**config.mk**
```make
export PLATFORM = sky130hd
export DESIGN_NAME = escaped_frame_receiver
export DESIGN_NICKNAME = d
export VERILOG_FILES = /design/src/design/efr_pkg.sv /design/src/design/efr_decoder.sv /design/src/design/efr_out_skid.sv /design/src/design/escaped_frame_receiver.sv
export VERILOG_INCLUDE_DIRS = /design/src /design/src/design
export SDC_FILE = /design/constraint.sdc
export NUM_CORES = 1
export LEC_CHECK = 0
export ABC_AREA = 1
export BUFFER_PORTS_ARGS = -buffer_cell sky130_fd_sc_hd__buf_2
export CORE_MARGIN = 8
export CORE_UTILIZATION = 35
export CTS_CLUSTER_DIAMETER = 100
export CTS_CLUSTER_SIZE = 12
export DETAILED_ROUTE_END_ITERATION = 10
export PLACE_DENSITY = 0.5
export REMOVE_ABC_BUFFERS = 1
export SETUP_SLACK_MARGIN = 0.3
export SLEW_MARGIN = 20
export SYNTH_ARGS = -nofsm -noshare
export SYNTH_HDL_FRONTEND = slang
export SYNTH_SLANG_ARGS = --single-unit
```
**constraint.sdc**
```tcl
create_clock -name clk -period 3.8 [get_ports clk]
set_input_delay 0.38 -clock clk [delete_from_list [all_inputs] [get_ports clk]]
set_output_delay 0.38 -clock clk [all_outputs]
set_load 0.02 [all_outputs]
```
**src/design/escaped_frame_receiver_assert.svh**
```systemverilog
// ----------------------------------------------------------------------------
// Escaped frame receiver assertion macros
// Shared concurrent assertion forms, sampled on clk and off during reset.
// ----------------------------------------------------------------------------
`ifndef ESCAPED_FRAME_RECEIVER_ASSERT_SVH
`define ESCAPED_FRAME_RECEIVER_ASSERT_SVH

// Same-cycle implication.
`define EFR_ASSERT_IMP(lbl, ante, cons, msg) \
    lbl: assert property (@(posedge clk) disable iff (!rst_n) (ante) |-> (cons)) \
        else $error(msg);

// Next-cycle implication.
`define EFR_ASSERT_NEXT(lbl, ante, cons, msg) \
    lbl: assert property (@(posedge clk) disable iff (!rst_n) (ante) |=> (cons)) \
        else $error(msg);

`endif

```
**src/design/efr_pkg.sv**
```systemverilog
// ----------------------------------------------------------------------------
// Escaped frame receiver package
// Shared types, codes and constants of the byte-stuffed frame receiver.
// ----------------------------------------------------------------------------
`timescale 1ns / 1ps
`default_nettype none

package efr_pkg;

    localparam int unsigned EFR_MAX_FRAME = 256;
    localparam int unsigned BYTE_W        = 8;
    localparam int unsigned FRAME_LEN_W   = 9;
    localparam int unsigned CFG_INDEX_W   = 2;

    // Configuration register indexes
    localparam logic [CFG_INDEX_W-1:0] CFG_START  = 2'd0;
    localparam logic [CFG_INDEX_W-1:0] CFG_END    = 2'd1;
    localparam logic [CFG_INDEX_W-1:0] CFG_ESCAPE = 2'd2;

    // Codes that follow an escape byte
    localparam logic [BYTE_W-1:0] ESC_CODE_START  = 8'h01;
    localparam logic [BYTE_W-1:0] ESC_CODE_ESCAPE = 8'h02;
    localparam logic [BYTE_W-1:0] ESC_CODE_END    = 8'h03;

    // Reset values of the configuration registers
    localparam logic [BYTE_W-1:0] START_RESET  = 8'd126;
    localparam logic [BYTE_W-1:0] END_RESET    = 8'd127;
    localparam logic [BYTE_W-1:0] ESCAPE_RESET = 8'd125;

    typedef enum logic [1:0] {
        KIND_DATA = 2'd0,
        KIND_GOOD = 2'd1,
        KIND_BAD  = 2'd2
    } efr_kind_t;

    typedef enum logic [2:0] {
        MODE_WAIT = 3'b001,
        MODE_READ = 3'b010,
        MODE_ESC  = 3'b100
    } efr_mode_t;

    typedef struct packed {
        efr_kind_t               kind;
        logic [BYTE_W-1:0]       payload;
        logic [FRAME_LEN_W-1:0]  length;
    } efr_result_t;

endpackage

`default_nettype wire

```
**src/design/efr_decoder.sv**
```systemverilog
// ----------------------------------------------------------------------------
// Escaped frame receiver decoder
// Frame state, unescaping, checksum and hold-back of one byte per transfer.
// ----------------------------------------------------------------------------
`timescale 1ns / 1ps
`default_nettype none
`include "escaped_frame_receiver_assert.svh"

module efr_decoder #(
    parameter int unsigned MAX_FRAME = efr_pkg::EFR_MAX_FRAME
) (
    input  wire logic                               clk,
    input  wire logic                               rst_n,
    input  wire logic                               cfg_we,
    input  wire logic [efr_pkg::CFG_INDEX_W-1:0]    cfg_index,
    input  wire logic [efr_pkg::BYTE_W-1:0]         cfg_data,
    input  wire logic                               accept,
    input  wire logic [efr_pkg::BYTE_W-1:0]         rx_byte,
    output logic                                    res_valid,
    output efr_pkg::efr_result_t                    res
);

    import efr_pkg::*;

    localparam int unsigned CW = $clog2(MAX_FRAME + 1);
    localparam int unsigned LW = (CW > FRAME_LEN_W) ? CW : FRAME_LEN_W;

    logic [BYTE_W-1:0] start_reg;
    logic [BYTE_W-1:0] end_reg;
    logic [BYTE_W-1:0] escape_reg;

    efr_mode_t         mode_reg,       mode_next;
    logic [CW-1:0]     count_reg,      count_next;
    logic [BYTE_W-1:0] sum_reg,        sum_next;
    logic [BYTE_W-1:0] held_reg,       held_next;
    logic              held_valid_reg, held_valid_next;

    logic              do_take;
    logic [BYTE_W-1:0] take_val;
    logic [CW-1:0]     len_cnt;
    logic [LW-1:0]     len_ext;

    assign len_cnt = count_reg - CW'(1);
    assign len_ext = LW'(len_cnt);

    always_ff @(posedge clk or negedge rst_n)
    begin
        if (!rst_n)
        begin
            start_reg  <= START_RESET;
            end_reg    <= END_RESET;
            escape_reg <= ESCAPE_RESET;
        end
        else if (cfg_we)
        begin
            case (cfg_index)
                CFG_START:  start_reg  <= cfg_data;
                CFG_END:    end_reg    <= cfg_data;
                CFG_ESCAPE: escape_reg <= cfg_data;
                default:    ;
            endcase
        end
    end

    always_comb
    begin
        mode_next       = mode_reg;
        count_next      = count_reg;
        sum_next        = sum_reg;
        held_next       = held_reg;
        held_valid_next = held_valid_reg;
        res_valid       = 1'b0;
        res             = '0;
        res.kind        = KIND_DATA;
        do_take         = 1'b0;
        take_val        = rx_byte;

        if (accept)
        begin
            if (rx_byte == start_reg)
            begin
                // Resync: a frame still open is reported as cut off
                res_valid       = (mode_reg != MODE_WAIT);
                res.kind        = KIND_BAD;
                mode_next       = MODE_READ;
                count_next      = '0;
                sum_next        = '0;
                held_next       = '0;
                held_valid_next = 1'b0;
            end
            else
            begin
                case (mode_reg)
                    MODE_READ:
                    begin
                        if (rx_byte == escape_reg)
                        begin
                            mode_next = MODE_ESC;
                        end
                        else if (rx_byte == end_reg)
                        begin
                            res_valid       = 1'b1;
                            if (held_valid_reg && (sum_reg == held_reg))
                            begin
                                res.kind   = KIND_GOOD;
                                res.length = len_ext[FRAME_LEN_W-1:0];
                            end
                            else
                            begin
                                res.kind = KIND_BAD;
                            end
                            mode_next       = MODE_WAIT;
                            count_next      = '0;
                            sum_next        = '0;
                            held_next       = '0;
                            held_valid_next = 1'b0;
                        end
                        else
                        begin
                            do_take = 1'b1;
                        end
                    end
                    MODE_ESC:
                    begin
                        if (rx_byte == ESC_CODE_START)
                        begin
                            do_take  = 1'b1;
                            take_val = start_reg;
                        end
                        else if (rx_byte == ESC_CODE_ESCAPE)
                        begin
                            do_take  = 1'b1;
                            take_val = escape_reg;
                        end
                        else if (rx_byte == ESC_CODE_END)
                        begin
                            do_take  = 1'b1;
                            take_val = end_reg;
                        end
                        else
                        begin
                            // Bad escape: drop the frame
                            res_valid       = 1'b1;
                            res.kind        = KIND_BAD;
                            mode_next       = MODE_WAIT;
                            count_next      = '0;
                            sum_next        = '0;
                            held_next       = '0;
                            held_valid_next = 1'b0;
                        end
                    end
                    default:
                    begin
                        mode_next = MODE_WAIT;
                    end
                endcase

                if (do_take)
                begin
                    if (count_reg >= CW'(MAX_FRAME))
                    begin
                        // Overflow: drop the frame
                        res_valid       = 1'b1;
                        res.kind        = KIND_BAD;
                        mode_next       = MODE_WAIT;
                        count_next      = '0;
                        sum_next        = '0;
                        held_next       = '0;
                        held_valid_next = 1'b0;
                    end
                    else
                    begin
                        // Release the held byte, hold this one
                        mode_next  = MODE_READ;
                        count_next = count_reg + CW'(1);
                        if (held_valid_reg)
                        begin
                            res_valid   = 1'b1;
                            res.kind    = KIND_DATA;
                            res.payload = held_reg;
                            sum_next    = sum_reg + held_reg;
                        end
                        held_next       = take_val;
                        held_valid_next = 1'b1;
                    end
                end
            end
        end
    end

    always_ff @(posedge clk or negedge rst_n)
    begin
        if (!rst_n)
        begin
            mode_reg       <= MODE_WAIT;
            count_reg      <= '0;
            sum_reg        <= '0;
            held_reg       <= '0;
            held_valid_reg <= 1'b0;
        end
        else
        begin
            mode_reg       <= mode_next;
            count_reg      <= count_next;
            sum_reg        <= sum_next;
            held_reg       <= held_next;
            held_valid_reg <= held_valid_next;
        end
    end

    `EFR_ASSERT_IMP(a_count_bound, 1'b1, count_reg <= CW'(MAX_FRAME),
        "byte count beyond frame limit")
    `EFR_ASSERT_IMP(a_held_in_frame, held_valid_reg,
        (count_reg != '0) && (mode_reg != MODE_WAIT), "held byte outside a frame")
    `EFR_ASSERT_IMP(a_wait_clean, mode_reg == MODE_WAIT,
        (count_reg == '0) && !held_valid_reg && (sum_reg == '0), "idle state not cleared")

endmodule

`default_nettype wire

```
**src/design/efr_out_skid.sv**
```systemverilog
// ----------------------------------------------------------------------------
// Escaped frame receiver output stage
// Result register with one skid entry, so input transfers go on under stall.
// ----------------------------------------------------------------------------
`timescale 1ns / 1ps
`default_nettype none
`include "escaped_frame_receiver_assert.svh"

module efr_out_skid (
    input  wire logic                   clk,
    input  wire logic                   rst_n,
    input  wire logic                   res_valid,
    input  wire efr_pkg::efr_result_t   res,
    output logic                        full,
    output logic                        out_valid,
    input  wire logic                   out_stall,
    output efr_pkg::efr_result_t        out_res
);

    import efr_pkg::*;

    logic        out_valid_reg,  out_valid_next;
    logic        skid_valid_reg, skid_valid_next;
    efr_result_t out_reg,        out_next;
    efr_result_t skid_reg,       skid_next;
    logic        load;

    // Output register may take new data when empty or being drained
    assign load = !out_valid_reg || !out_stall;

    always_comb
    begin
        out_valid_next  = out_valid_reg;
        skid_valid_next = skid_valid_reg;
        out_next        = out_reg;
        skid_next       = skid_reg;
        if (load)
        begin
            if (skid_valid_reg)
            begin
                out_valid_next  = 1'b1;
                out_next        = skid_reg;
                skid_valid_next = 1'b0;
            end
            else
            begin
                out_valid_next = res_valid;
                out_next       = res;
            end
        end
        else if (res_valid)
        begin
            skid_valid_next = 1'b1;
            skid_next       = res;
        end
    end

    always_ff @(posedge clk or negedge rst_n)
    begin
        if (!rst_n)
        begin
            out_valid_reg  <= 1'b0;
            skid_valid_reg <= 1'b0;
        end
        else
        begin
            out_valid_reg  <= out_valid_next;
            skid_valid_reg <= skid_valid_next;
        end
    end

    always_ff @(posedge clk)
    begin
        out_reg  <= out_next;
        skid_reg <= skid_next;
    end

    assign full      = skid_valid_reg;
    assign out_valid = out_valid_reg;
    assign out_res   = out_reg;

    `EFR_ASSERT_IMP(a_skid_behind_out, skid_valid_reg, out_valid_reg,
        "skid entry without output entry")
    `EFR_ASSERT_IMP(a_no_overrun, skid_valid_reg, !res_valid,
        "result arrived while skid entry full")
    `EFR_ASSERT_NEXT(a_stall_to_skid, res_valid && out_valid_reg && out_stall,
        skid_valid_reg, "stalled result not captured")

endmodule

`default_nettype wire

```
**src/design/escaped_frame_receiver.sv**
```systemverilog
// ----------------------------------------------------------------------------
// Escaped frame receiver
// Byte-stuffed frame decoder with additive checksum for a serial receive path.
// ----------------------------------------------------------------------------
// Takes one raw received byte per transfer, every cycle while in_stall is low,
// and gives at most one result per byte: a payload byte (held back by one so the
// trailing checksum is never passed on), a good close with the payload length,
// or a bad/dropped frame. The decode is a single stage between the frame state
// registers and the result register; a result goes into that register unless
// the output is stalled. A two-entry output stage (result register plus skid
// entry) lets the block take in one more result after out_stall rises; bytes
// that give no result keep flowing until then, and in_stall is high only while
// the skid entry is occupied. The user must write delimiter and escape values
// through the cfg port only while the block is idle; this is not enforced.
// ----------------------------------------------------------------------------
`timescale 1ns / 1ps
`default_nettype none

module escaped_frame_receiver #(
    parameter int unsigned MAX_FRAME = efr_pkg::EFR_MAX_FRAME
) (
    input  wire logic                               clk,
    input  wire logic                               rst_n,
    input  wire logic                               cfg_we,
    input  wire logic [efr_pkg::CFG_INDEX_W-1:0]    cfg_index,
    input  wire logic [efr_pkg::BYTE_W-1:0]         cfg_data,
    input  wire logic                               in_valid,
    output logic                                    in_stall,
    input  wire logic [efr_pkg::BYTE_W-1:0]         rx_byte,
    output logic                                    out_valid,
    input  wire logic                               out_stall,
    output logic [1:0]                              kind,
    output logic [efr_pkg::BYTE_W-1:0]              payload_byte,
    output logic [efr_pkg::FRAME_LEN_W-1:0]         frame_length
);

    import efr_pkg::*;

    logic        accept;
    logic        res_valid;
    efr_result_t res;
    efr_result_t out_res;
    logic        full;

    assign in_stall = full;
    assign accept   = in_valid && !full;

    efr_decoder #(
        .MAX_FRAME (MAX_FRAME)
    ) u_decoder (
        .clk       (clk),
        .rst_n     (rst_n),
        .cfg_we    (cfg_we),
        .cfg_index (cfg_index),
        .cfg_data  (cfg_data),
        .accept    (accept),
        .rx_byte   (rx_byte),
        .res_valid (res_valid),
        .res       (res)
    );

    efr_out_skid u_out (
        .clk       (clk),
        .rst_n     (rst_n),
        .res_valid (res_valid),
        .res       (res),
        .full      (full),
        .out_valid (out_valid),
        .out_stall (out_stall),
        .out_res   (out_res)
    );

    assign kind         = 2'(out_res.kind);
    assign payload_byte = out_res.payload;
    assign frame_length = out_res.length;

endmodule

`default_nettype wire
```
# ---- Word-level counts from Yosys, hierarchy flattened
# Cells that the tools add are included.
dict set report word_totals {
  ff_bits 93
  in_bits 23
  output_inout_bits 21
  elab_cells 145
}
dict set report op_classes {
  n_addsub 3
  magnitude_cmp 1
  eq_ne 18
  muxes 91
  bitwise 1
  n_reduce_logical 15
}
# cell count
set op_table {}
lappend op_table {{$mux W8} 22}
lappend op_table {{$mux W9} 12}
lappend op_table {{$mux W19} 2}
lappend op_table {{$eq A8 B8 Y1} 4}
lappend op_table {{$pmux W8 S2} 2}
lappend op_table {{$mux W1} 28}
lappend op_table {{$mux W3} 7}
lappend op_table {{$mux W10} 2}
lappend op_table {{$mux W2} 9}
lappend op_table {{$pmux W9 S2} 1}
lappend op_table {{$mux W17} 1}
lappend op_table {{$eq A8 B2 Y1 const B} 2}
lappend op_table {{$ne A4 B3 Y1 const B} 4}
lappend op_table {{$add A9 B1 Y9 const B} 1}
lappend op_table {{$ge A9 B9 Y1 const B} 1}
lappend op_table {{$sub A9 B1 Y9 const B} 1}
lappend op_table {{$add A8 B8 Y8} 1}
lappend op_table {{$eq A8 B1 Y1 const B} 1}
lappend op_table {{$reduce_and A2 Y1} 4}
lappend op_table {{$reduce_and A7 Y1} 1}
lappend op_table {{$pmux W1 S2} 3}
lappend op_table {{$pmux W3 S2} 1}
lappend op_table {{$ne A5 B1 Y1 const B} 1}
lappend op_table {{$reduce_and A5 Y1} 1}
lappend op_table {{other kinds (14)} 17}

# ---- Logic depth before layout (Yosys ltp)
# Gate-level depths: netlist of the first run.
dict set report depth {
  depth_word 12
  mapped_depth 15
}

# ---- Hierarchy
# Synthesis of the first run repeated with hierarchy kept, for this count alone.
dict set report unflattened {
  cells_unflattened 679
  hier_area_um2 5442.7
}
# module n_inst cells_per_inst area_per_inst_um2 seq_area_each_um2
set by_module_without_submodules {}
lappend by_module_without_submodules {efr_decoder 1 570 3977.6 1351.3}
lappend by_module_without_submodules {efr_out_skid 1 107 1455.1 1191.1}
lappend by_module_without_submodules {escaped_frame_receiver 1 2 10.0 0.0}

# ---- Worst setup path before layout of the first run
# Ideal clock, no wire load.
dict set report synth_path {
  path_kind {input to register}
  from {in rx_byte[6] (netlist name)}
  to {reg u_out.skid_reg[0] (netlist name) (enable)}
  setup_time_ps 395
  arrival_time_ps 2313
  required_ps 3405
  slack_ps 1092
  stages 10
  path_buffers 1
  path_cell_list {buf_4 nor3_4 nand2_1 nand2_1 nand2_2 nand2_4 nand2_1 nand3_1 nand2_1 nor2_1}
}
dict set report synth_between {
  elab_chain_cells 11
}
# element line
set synth_lines {}
lappend synth_lines {{from (decl)} escaped_frame_receiver.sv:29} ;# input wire logic [efr_pkg::BYTE_W-1:0] rx_byte,
lappend synth_lines {{$eq A8 B2 Y1} efr_decoder.sv:135} ;# else if (rx_byte == ESC_CODE_END)
lappend synth_lines {{$mux W1} efr_decoder.sv:135}
lappend synth_lines {{$mux W1} efr_decoder.sv:130} ;# else if (rx_byte == ESC_CODE_ESCAPE)
lappend synth_lines {{$mux W1} efr_decoder.sv:125} ;# if (rx_byte == ESC_CODE_START)
lappend synth_lines {{$pmux W1 S2} efr_decoder.sv:93} ;# case (mode_reg)
lappend synth_lines {{$mux W1, on equally long branches} {efr_decoder.sv:176, efr_decoder.sv:80}}
lappend synth_lines {{$mux W1, on equally long branches} {efr_decoder.sv:160, efr_decoder.sv:78}}
lappend synth_lines {{$mux W1} efr_decoder.sv:158} ;# if (do_take)
lappend synth_lines {{$mux W1 (*)} efr_decoder.sv:80} ;# if (rx_byte == start_reg)
lappend synth_lines {{$mux W1 (*)} efr_decoder.sv:78} ;# if (accept)
lappend synth_lines {{$reduce_and A2 Y1 (no line) (*)} n/a}
lappend synth_lines {{to (signal assigned)} efr_out_skid.sv:75} ;# skid_reg <= skid_next;
lappend synth_lines {{to (decl)} efr_out_skid.sv:25} ;# efr_result_t skid_reg, skid_next;
# Every way passes the cells marked *; elsewhere a longest branch is shown, timed or not. The select of a mux whose other input is x is not followed.
# A chain may end at the register's enable or synchronous reset.

# ---- Worst setup path in the final report of the first run
dict set report layout_path {
  from {reg u_out.skid_valid_reg, in the netlist u_out.full}
  to {reg u_out.out_reg (netlist bit u_out.out_res[1]), data pin}
}
dict set report layout_between {
  elab_chain_cells 4
}
# element line
set layout_lines {}
lappend layout_lines {{from (decl)} efr_out_skid.sv:23} ;# logic skid_valid_reg, skid_valid_next;
lappend layout_lines {{from (signal assigned)} efr_out_skid.sv:68} ;# skid_valid_reg <= skid_valid_next;
lappend layout_lines {{$logic_not A1 Y1} escaped_frame_receiver.sv:46} ;# assign accept = in_valid && !full;
lappend layout_lines {{$logic_and A1 B1 Y1} escaped_frame_receiver.sv:46}
lappend layout_lines {{$mux W19} efr_decoder.sv:78}
lappend layout_lines {{$mux W19 (*)} efr_out_skid.sv:39} ;# if (skid_valid_reg)
lappend layout_lines {{to (signal assigned)} efr_out_skid.sv:74} ;# out_reg <= out_next;
lappend layout_lines {{to (decl)} efr_out_skid.sv:24} ;# efr_result_t out_reg, out_next;
# Every way passes the cells marked *; elsewhere a longest branch is shown, timed or not.

==> flow_summary.toml, run 1 <==
[outcome]
status = "complete, no violations"

[synthesis]
syn_inst = 640
ys_seq_elements = 93
yosysSeqAreaShare_pct = 48.3
async_flop_share_pct = 59.1
synth_area_leader_cell = "edfxtp_1"
synth_ff_type = "edfxtp_1"
synthSimpleGateAreaFrac_pct = 25.6
synthMuxAreaShare_pct = 0
synth.avg_cell_area_sq_um = 8.22
synth_top_family_by_area = "simple AND/OR/NAND/NOR gates"
synth_compound_area_share_pct = 11.6
synth.distinct_cells = 44
synth-xor-area-share_pct = 4.99
synth_edf_count = 38
synth_area_sq_um = 5260
synth_top_cell_area_share_pct = 21.7
synth_fa_ha_area_share_pct = 2.76
synthTopCellsByArea = "edfxtp_1, dfrtp_1, nand2_1"
yosysWarnings = 0

[final_layout]
syn2layout_area_growth_pct = 12.9
most-common-layout-cells = "nand2_1, inv_1, o21ai_0, nand3_1, buf_2"
utilization_pct = 39.8
nets = 711
n_antenna_cell = 0
drive_above_1_share_pct = 16.7
fillers = 1527
layout_commonest_cell = "nand2_1"

[sta]
setup_tns_ps = 0
finalSetupViolations = 0
post-route-period-util_pct = 66.2
maxSlewViolCount = 0
slew_headroom_pct = 38.2
finClkSkew_ps = 10.2
finalCriticalPeriod_ps = 2520
fmax_mhz = 397
whs_ps = 45.9
worst_slew_pin_slew_ps = 924
rsz0062_at_grt = "no"
hold_viol = 0

[floorplan]
rows = 45
core_area_sq_um = 14900
die-area_sq_um = 19200
die_y_um = 139
fp.dieW_um = 139
initial_core_util_pct = 35.3
io_pins = 44

[placed_design]
port_buffers = 43
hpwl_mm = 9.29
place_congestion = 0.836

[critical_path]
startpoint_type = "register"
worstSetupPathType = "register to register"
cp.required_ps = 3880
arrival_ps = 2590
end_kind = "register"
worst-r2r-setup-slack_ps = 1280
cp_max_fo = 21

[grt]
grt_max_degree = 30
grt_pass1_wl_mm = 21.4
antenna_found_initial = 0
grt_use_total_pct = 13.6
grt_pass1_vias = 4189
gr-total-overflow = 0

[clocking]
clk-insertion-delay-late_ps = 350
cts_resized = 0
clk_pin_slew_ps = 70
clk_path_buf_depth = 2
clock-root-buffer = "clkbuf_16"
cts_tree = "built"
cts_setup_buffers = 0
cts_inserted_buffers = 9
cts_hold_buf = 0
clock_sinks = 93
cts.htree.levels = 3

[drt]
wl_per_cell_um = 14.4
drc = 0
dr.pass1.iters = 4
vias_per_cell = 4.76
drtIter0Drc = 259
vias = 4140
wirelength_mm = 12.5
final_antenna_net_count = 0

[pwr]
power_mw = 2.69
leakage_nw = 2.94
power_density_nw_per_um2 = 452
vdd_ir_drop_max_v = 0.000198

[flow_run]
max-cap-violations = 0

[min_path]
min-delay-path-class = "primary input to async pin"
==> synthesized netlist by cell type, types with 10 or more instances <==
master    count
dfrtp_1      35
nand3_1      46
o21ai_0      55
dfstp_2      20
inv_1        60
clkbuf_1     13
edfxtp_1     38
ha_1         10
nand2_1     197
xor2_1       19
a21oi_1      27
nor2_1       32
xnor2_1      11
==> final timing paths <==
kind,startpoint,endpoint,cells past startpoint
worst max-delay path,u_out.full$_DFFE_PN0P_,u_out.out_res[1]$_DFFE_PN_,8
worst min register to register,u_decoder.escape_reg[2]$_DFFE_PN1P_,u_decoder.escape_reg[2]$_DFFE_PN1P_,2
max in group asynchronous,rst_n,u_decoder.end_reg[0]$_DFFE_PN1P_,2
worst min-delay path,rst_n,u_decoder.sum_reg[4]$_DFFE_PN0P_,1
worst max register to register,u_out.full$_DFFE_PN0P_,u_out.out_res[1]$_DFFE_PN_,8
min in group clk,cfg_data[5],u_decoder.start_reg[5]$_DFFE_PN1P_,3
==> logic make-up after synthesis <==
| kind of cell | Yosys count |
|---|---|
| simple gates | 308 |
| fa+ha+maj | 11 |
| buf+inv | 88 |
| compound gates | 110 |
| flops | 93 |
| xor+xnor | 30 |
==> report_power, final <==
group	switching, mW	internal [mW]
Sequential	0.0881	1.17
Combinational	0.316	0.167
Clock	0.424	0.526
Total	0.828	1.86
==> critical path: stages (launching register included) <==
cell and delay [ps]:
dfrtp_1 320, buf_4 230, inv_1 110, nand2_1 330, inv_1 190, nand2_1 320, nor2_1 70, nand2_1 480
o21ai_0 170
==> layout make-up <==
cell class / instances / area (sq um) / share of cell area (%)
multi-input combinational: 459 / 2360 / 39.8
sequential: 93 / 2540 / 42.8
clock buffer: 10 / 229 / 3.85
tap: 188 / 235 / 3.96
clock inverter: 6 / 78.8 / 1.33
inverter: 68 / 255 / 4.29
timing repair buffer: 46 / 238 / 4.00
==> stage by stage <==
stage                     instances  worst slack, ps  cell area, sq um
final                           870             1280              5940
after CTS                       870             1270              5940
after global placement          854             1190              5640
after detailed placement        854             1130              5640
after floorplan                 620             1090              5160
after global routing            870              976              5940
==> per-layer routing <==
| layer | share of wire, % | vias up | wire, um | global-route usage [%] |
|---|---|---|---|---|
| met1 | 49 | 1883 | 6110 | 17.8 |
| met2 | 45 | 77 | 5650 | 21.2 |
| met4 | 1.7 | 0 | 210 | 4.92 |
| met5 | 0 | - | 0 | 0 |
| li1 | - | 2167 | - | - |
| met3 | 4.5 | 13 | 562 | 3.49 |
Power figures use the tool's default switching activity.
==> run 2: changes to the inputs <==
Settings changed: PLACE_DENSITY 0.5 to 0.52.
Clock period 3.8 ns to 2.2 ns, I/O delays scaled along.
==> flow_summary.toml, run 2 (synthesis gave the netlist of run 1 again) <==
[min_path]
min-delay-path-class = "primary input to async pin"

[drt]
vias = 4750
wirelength_mm = 15.4
drc = 0
final_antenna_net_count = 0
vias_per_cell = 5.02
drtIter0Drc = 235
dr.pass1.iters = 4
wl_per_cell_um = 16.2

[critical_path]
cp.required_ps = 2280
arrival_ps = 2210
worstSetupPathType = "register to register"
end_kind = "register"
r2r_cells = 11
startpoint_type = "register"
cp_max_fo = 5

[final_layout]
most-common-layout-cells = "nand2_1, inv_1, buf_2, o21ai_0"
syn2layout_area_growth_pct = 42.5
n_antenna_cell = 0
layout_commonest_cell = "nand2_1"
utilization_pct = 50.3
drive_above_1_share_pct = 42.1
nets = 787

[sta]
finClkSkew_ps = 10.9
finalSetupViolations = 0
hold_viol = 1
setup_tns_ps = 0
finalCriticalPeriod_ps = 2130
fin_ws_ps = 68.0
post-route-period-util_pct = 96.9
slew_headroom_pct = 41.6
whs_ps = -1.98
maxSlewViolCount = 0
rsz0062_at_grt = "yes"
fmax_mhz = 469
worst_slew_pin_slew_ps = 876

[clocking]
clock-root-buffer = "clkbuf_16"
clk_pin_slew_ps = 80
clk-insertion-delay-late_ps = 360
clk_path_buf_depth = 2
cts_tree = "built"
clock_sinks = 93
cts.htree.levels = 3
cts_inserted_buffers = 9
cts_hold_buf = 0

[floorplan]
io_pins = 44
die-area_sq_um = 19200
die_y_um = 139
initial_core_util_pct = 35.3
fp.dieW_um = 139
core_area_sq_um = 14900
rows = 45

[outcome]
violations = "hold timing"
status = "finished, violations left"

[placed_design]
place_congestion = 0.837
pre_cts_slack_ps = -18.2
hpwl_mm = 9.42
port_buffers = 43

[grt]
grt_use_total_pct = 15.1
grt_pass1_vias = 4752
gr-total-overflow = 0
antenna_found_initial = 0
grt_max_degree = 56
grt_pass1_wl_mm = 23.7

[pwr]
leakage_nw = 3.46
power_density_nw_per_um2 = 688
power_mw = 5.17
vdd_ir_drop_max_v = 0.000378

[flow_run]
max-cap-violations = 0
run 2: cell types whose count changed in the layout (fill, tap and decap cells not counted), moves of 17 or more:
| cell | before | now |
|---|---|---|
| buf_4 | 3 | 38 |
| nand2_2 | 3 | 36 |
| inv_1 | 60 | 43 |
| nand3_1 | 46 | 27 |
| nand2_1 | 197 | 158 |
| buf_6 | 0 | 26 |
run 2: through the flow:
stage                     std cells  area (sq um)
final                           946          7500
after global routing            946          7500
after CTS                       935          7000
after detailed placement        873          5800
after global placement          873          5800
after floorplan                 620          5160
run 2: final cells by class:
class,instances,area (sq um)
clock buffer,10,229
clock inverter,6,76.3
fill,1352,7420
inverter,68,285
multi-input combinational,460,3040
sequential,93,2550
tap,188,235
timing repair buffer,120,1080
timing repair inverter,1,11.3
run 2: where the power goes:
part | switching, mW | internal [mW] | total [mW]
Sequential | 0.161 | 2.01 | 2.18
Combinational | 0.779 | 0.538 | 1.32
Clock | 0.764 | 0.908 | 1.67
Total | 1.70 | 3.46 | 5.17
run 2: critical path, stage by stage (launching register included):
cell,delay [ps]
dfstp_2,550
xor2_1,70
nor2_1,160
nand4_1,220
buf_6,200
nand3_4,70
nand2_4,70
nand3_4,60
nand2_4,60
nor2_4,130
buf_6,140
buf_16,110
run 2: worst paths after layout:
check | end | start | slack, ps
max | u_out.skid_reg[12]$_DFFE_PP_ | u_decoder.start_reg[3]$_DFFE_PN1P_ | 70
min | u_decoder.sum_reg[4]$_DFFE_PN0P_ | rst_n | -2
max reg2reg | u_out.skid_reg[12]$_DFFE_PP_ | u_decoder.start_reg[3]$_DFFE_PN1P_ | 70
min reg2reg | u_decoder.end_reg[4]$_DFFE_PN1P_ | u_decoder.end_reg[4]$_DFFE_PN1P_ | 510
max in group asynchronous | u_decoder.count_reg[0]$_DFFE_PN0P_ | rst_n | 1640
min in group clk | u_decoder.end_reg[2]$_DFFE_PN1P_ | cfg_data[2] | 110
run 2: timing repair:
action | 4_1_cts | 5_1_grt
gates cloned | 6 | 2
endpoints found under the setup margin | 81 | 87
resized for setup | 105 | 127
setup buffers | 40 | 9
hold endpoints to repair | 0 | 0
pin swaps | 24 | 36
run 2: metal layers:
layer  global-route usage, %  vias up  share of wire (%)
li1                        -     2342                  -
met1                    18.1     2237                 42
met2                    25.6      132                 49
met3                    3.32       39                5.2
met4                    6.06        0                3.4
met5                       0        -                  0
==> run 3: changes to the inputs <==
Settings changed: CORE_UTILIZATION 35 to 45, PLACE_DENSITY 0.52 to 0.64, REMOVE_ABC_BUFFERS 1 to unset.
==> flow_summary.toml, run 3 (synthesis gave the netlist of run 1 again) <==
[outcome]
status = "complete, no violations"

[sta]
finClkSkew_ps = 11.3
post-route-period-util_pct = 94.4
worst_slew_pin_slew_ps = 904
hold_viol = 0
maxSlewViolCount = 0
finalSetupViolations = 0
fin_ws_ps = 124
fmax_mhz = 482
slew_headroom_pct = 39.7
finalCriticalPeriod_ps = 2080
rsz0062_at_grt = "yes"
setup_tns_ps = 0

[flow_run]
max-cap-violations = 0

[synthesis]
syn-num-nets = 674

[clocking]
clk_path_buf_depth = 2
clk-insertion-delay-late_ps = 340
cts_tree = "built"
clock_sinks = 93
cts.htree.levels = 3
clock-root-buffer = "clkbuf_16"
clk_pin_slew_ps = 70
cts_inserted_buffers = 9

[final_layout]
fillers = 946
multi_input_area_sq_um = 2880
nets = 776
n_antenna_cell = 0
layout_commonest_cell = "nand2_1"
drive_above_1_share_pct = 38.6
most-common-layout-cells = "nand2_1, buf_4, inv_1, buf_2, edfxtp_1"
regArea_sq_um = 2550
syn2layout_area_growth_pct = 34.1

[floorplan]
die_y_um = 124
fp.dieW_um = 124
die-area_sq_um = 15400
io_pins = 44
rows = 39
initial_core_util_pct = 46.1
core_area_sq_um = 11400

[critical_path]
cp.required_ps = 2270
path_buf_inv = 3
cp_max_fo = 5
cp_top_family = "simple AND/OR/NAND/NOR gates"
timing.rr.end = "u_out.skid_reg[6]$_DFFE_PP_"
startpoint_type = "register"
endpoint = "u_out.skid_reg[6]$_DFFE_PP_"
worst-r2r-setup-slack_ps = 120
worstPathCellList = "inv_2 -> nand2_1 -> nand2_1 -> inv_1 -> nand2_1 -> nor2_2 -> nand2_2 -> o21a_1 -> nand3_2 -> nand2_2 -> nor2_4 -> clkbuf_16"
crit_start = "u_decoder.end_reg[3]$_DFFE_PN1P_"
critical_path_depth = 12
path_common_cell = "nand2_1"
crit_slowest_cell = "dfstp_2"
arrival_ps = 2140
r2r-start = "u_decoder.end_reg[3]$_DFFE_PN1P_"
r2r_cells = 12
end_kind = "register"
max_stage_delay_ps = 560
worstSetupPathType = "register to register"

[grt]
grt_pass1_vias = 4414
antenna_found_initial = 0
grt_pass1_wl_mm = 21.6
grt_use_total_pct = 17.6
grt_max_degree = 34
gr-total-overflow = 0

[drt]
final_antenna_net_count = 0
dr.pass1.iters = 5
drtIter0Drc = 300
drc = 0
vias = 4691
vias_per_cell = 5.27
wirelength_mm = 14.1
wl_per_cell_um = 15.8

[placed_design]
hpwl_mm = 9.05
place_congestion = 0.914
pre_cts_slack_ps = 38.2
port_buffers = 43

[min_path]
min-delay-path-class = "primary input to register"
worstHoldStart = "cfg_data[4]"

[pwr]
vdd_ir_drop_max_v = 0.000405
leakage_nw = 3.31
power_density_nw_per_um2 = 692
## run 3: cell types whose count changed in the layout (fill, tap and decap cells not counted), sizes merged
cell,delta
buf,-11
inv,-1
clkinvlp,+1
dlygate4sd3,+1
bufinv,-1
## run 3: area by class of cell
type | count | share of cell area [%]
flip-flops and latches | 93 | 36.2
inverters | 68 | 3.72
well taps | 143 | 2.54
clock buffers | 10 | 3.24
repair buffers | 110 | 12.7
clock inverters | 6 | 0.727
multi-input cells | 460 | 40.9
## run 3: report_power, final
part,total (mW),switching (mW),internal (mW),leakage [nW]
clock,1.50,0.708,0.787,0.136
combinational,1.21,0.724,0.484,2.11
sequential,2.18,0.167,2.02,1.06
total,4.89,1.60,3.29,3.31
## run 3: worst min path at each step
stage	endpoint	cells after the start
detailed placement	u_decoder.escape_reg[7]$_DFFE_PN0P_	2
global route	u_decoder.escape_reg[4]$_DFFE_PN1P_	3
CTS	u_decoder.end_reg[4]$_DFFE_PN1P_	3
global placement	u_decoder.start_reg[7]$_DFFE_PN0P_	2
floorplan	u_decoder.count_reg[0]$_DFFE_PN0P_	0
finish	u_decoder.end_reg[4]$_DFFE_PN1P_	3
## run 3: routing by layer
metal | up-vias | share of wire [%] | GRT usage [%]
met2 | 148 | 50 | 29.8
met1 | 2199 | 42 | 22.0
met3 | 43 | 5.3 | 3.26
met4 | 0 | 3.5 | 6.69
met5 | - | 0 | 0
li1 | 2301 | - | -
## run 3: what timing repair did
action                                  in CTS  in global routing
hold buffers                                 1                  0
cloned                                       2                  4
gates resized for setup                     70                100
buffers inserted                            30                 14
pin swaps                                   17                 41
endpoints found under the setup margin      81                 87
endpoints found under the hold margin       35                  0
## run 3: worst register-to-register path: stages, from the launching register on
cell,delay [ps]
dfstp_2,560
inv_2,30
nand2_1,50
nand2_1,60
inv_1,50
nand2_1,60
nor2_2,110
nand2_2,100
o21a_1,240
nand3_2,90
nand2_2,90
nor2_4,180
clkbuf_16,180
## run 3: stage by stage
stage	cell area, sq um	power, mW	util (%)	instances	hold WS [ps]
finish	7060	4.89	61.8	890	124
global route	7060	5.10	61.8	890	151
CTS	6590	4.72	57.7	872	122
detailed placement	5720	3.05	50.1	823	229
global placement	5720	3.03	50.1	823	229
floorplan	5290	2.77	-	640	-75.6
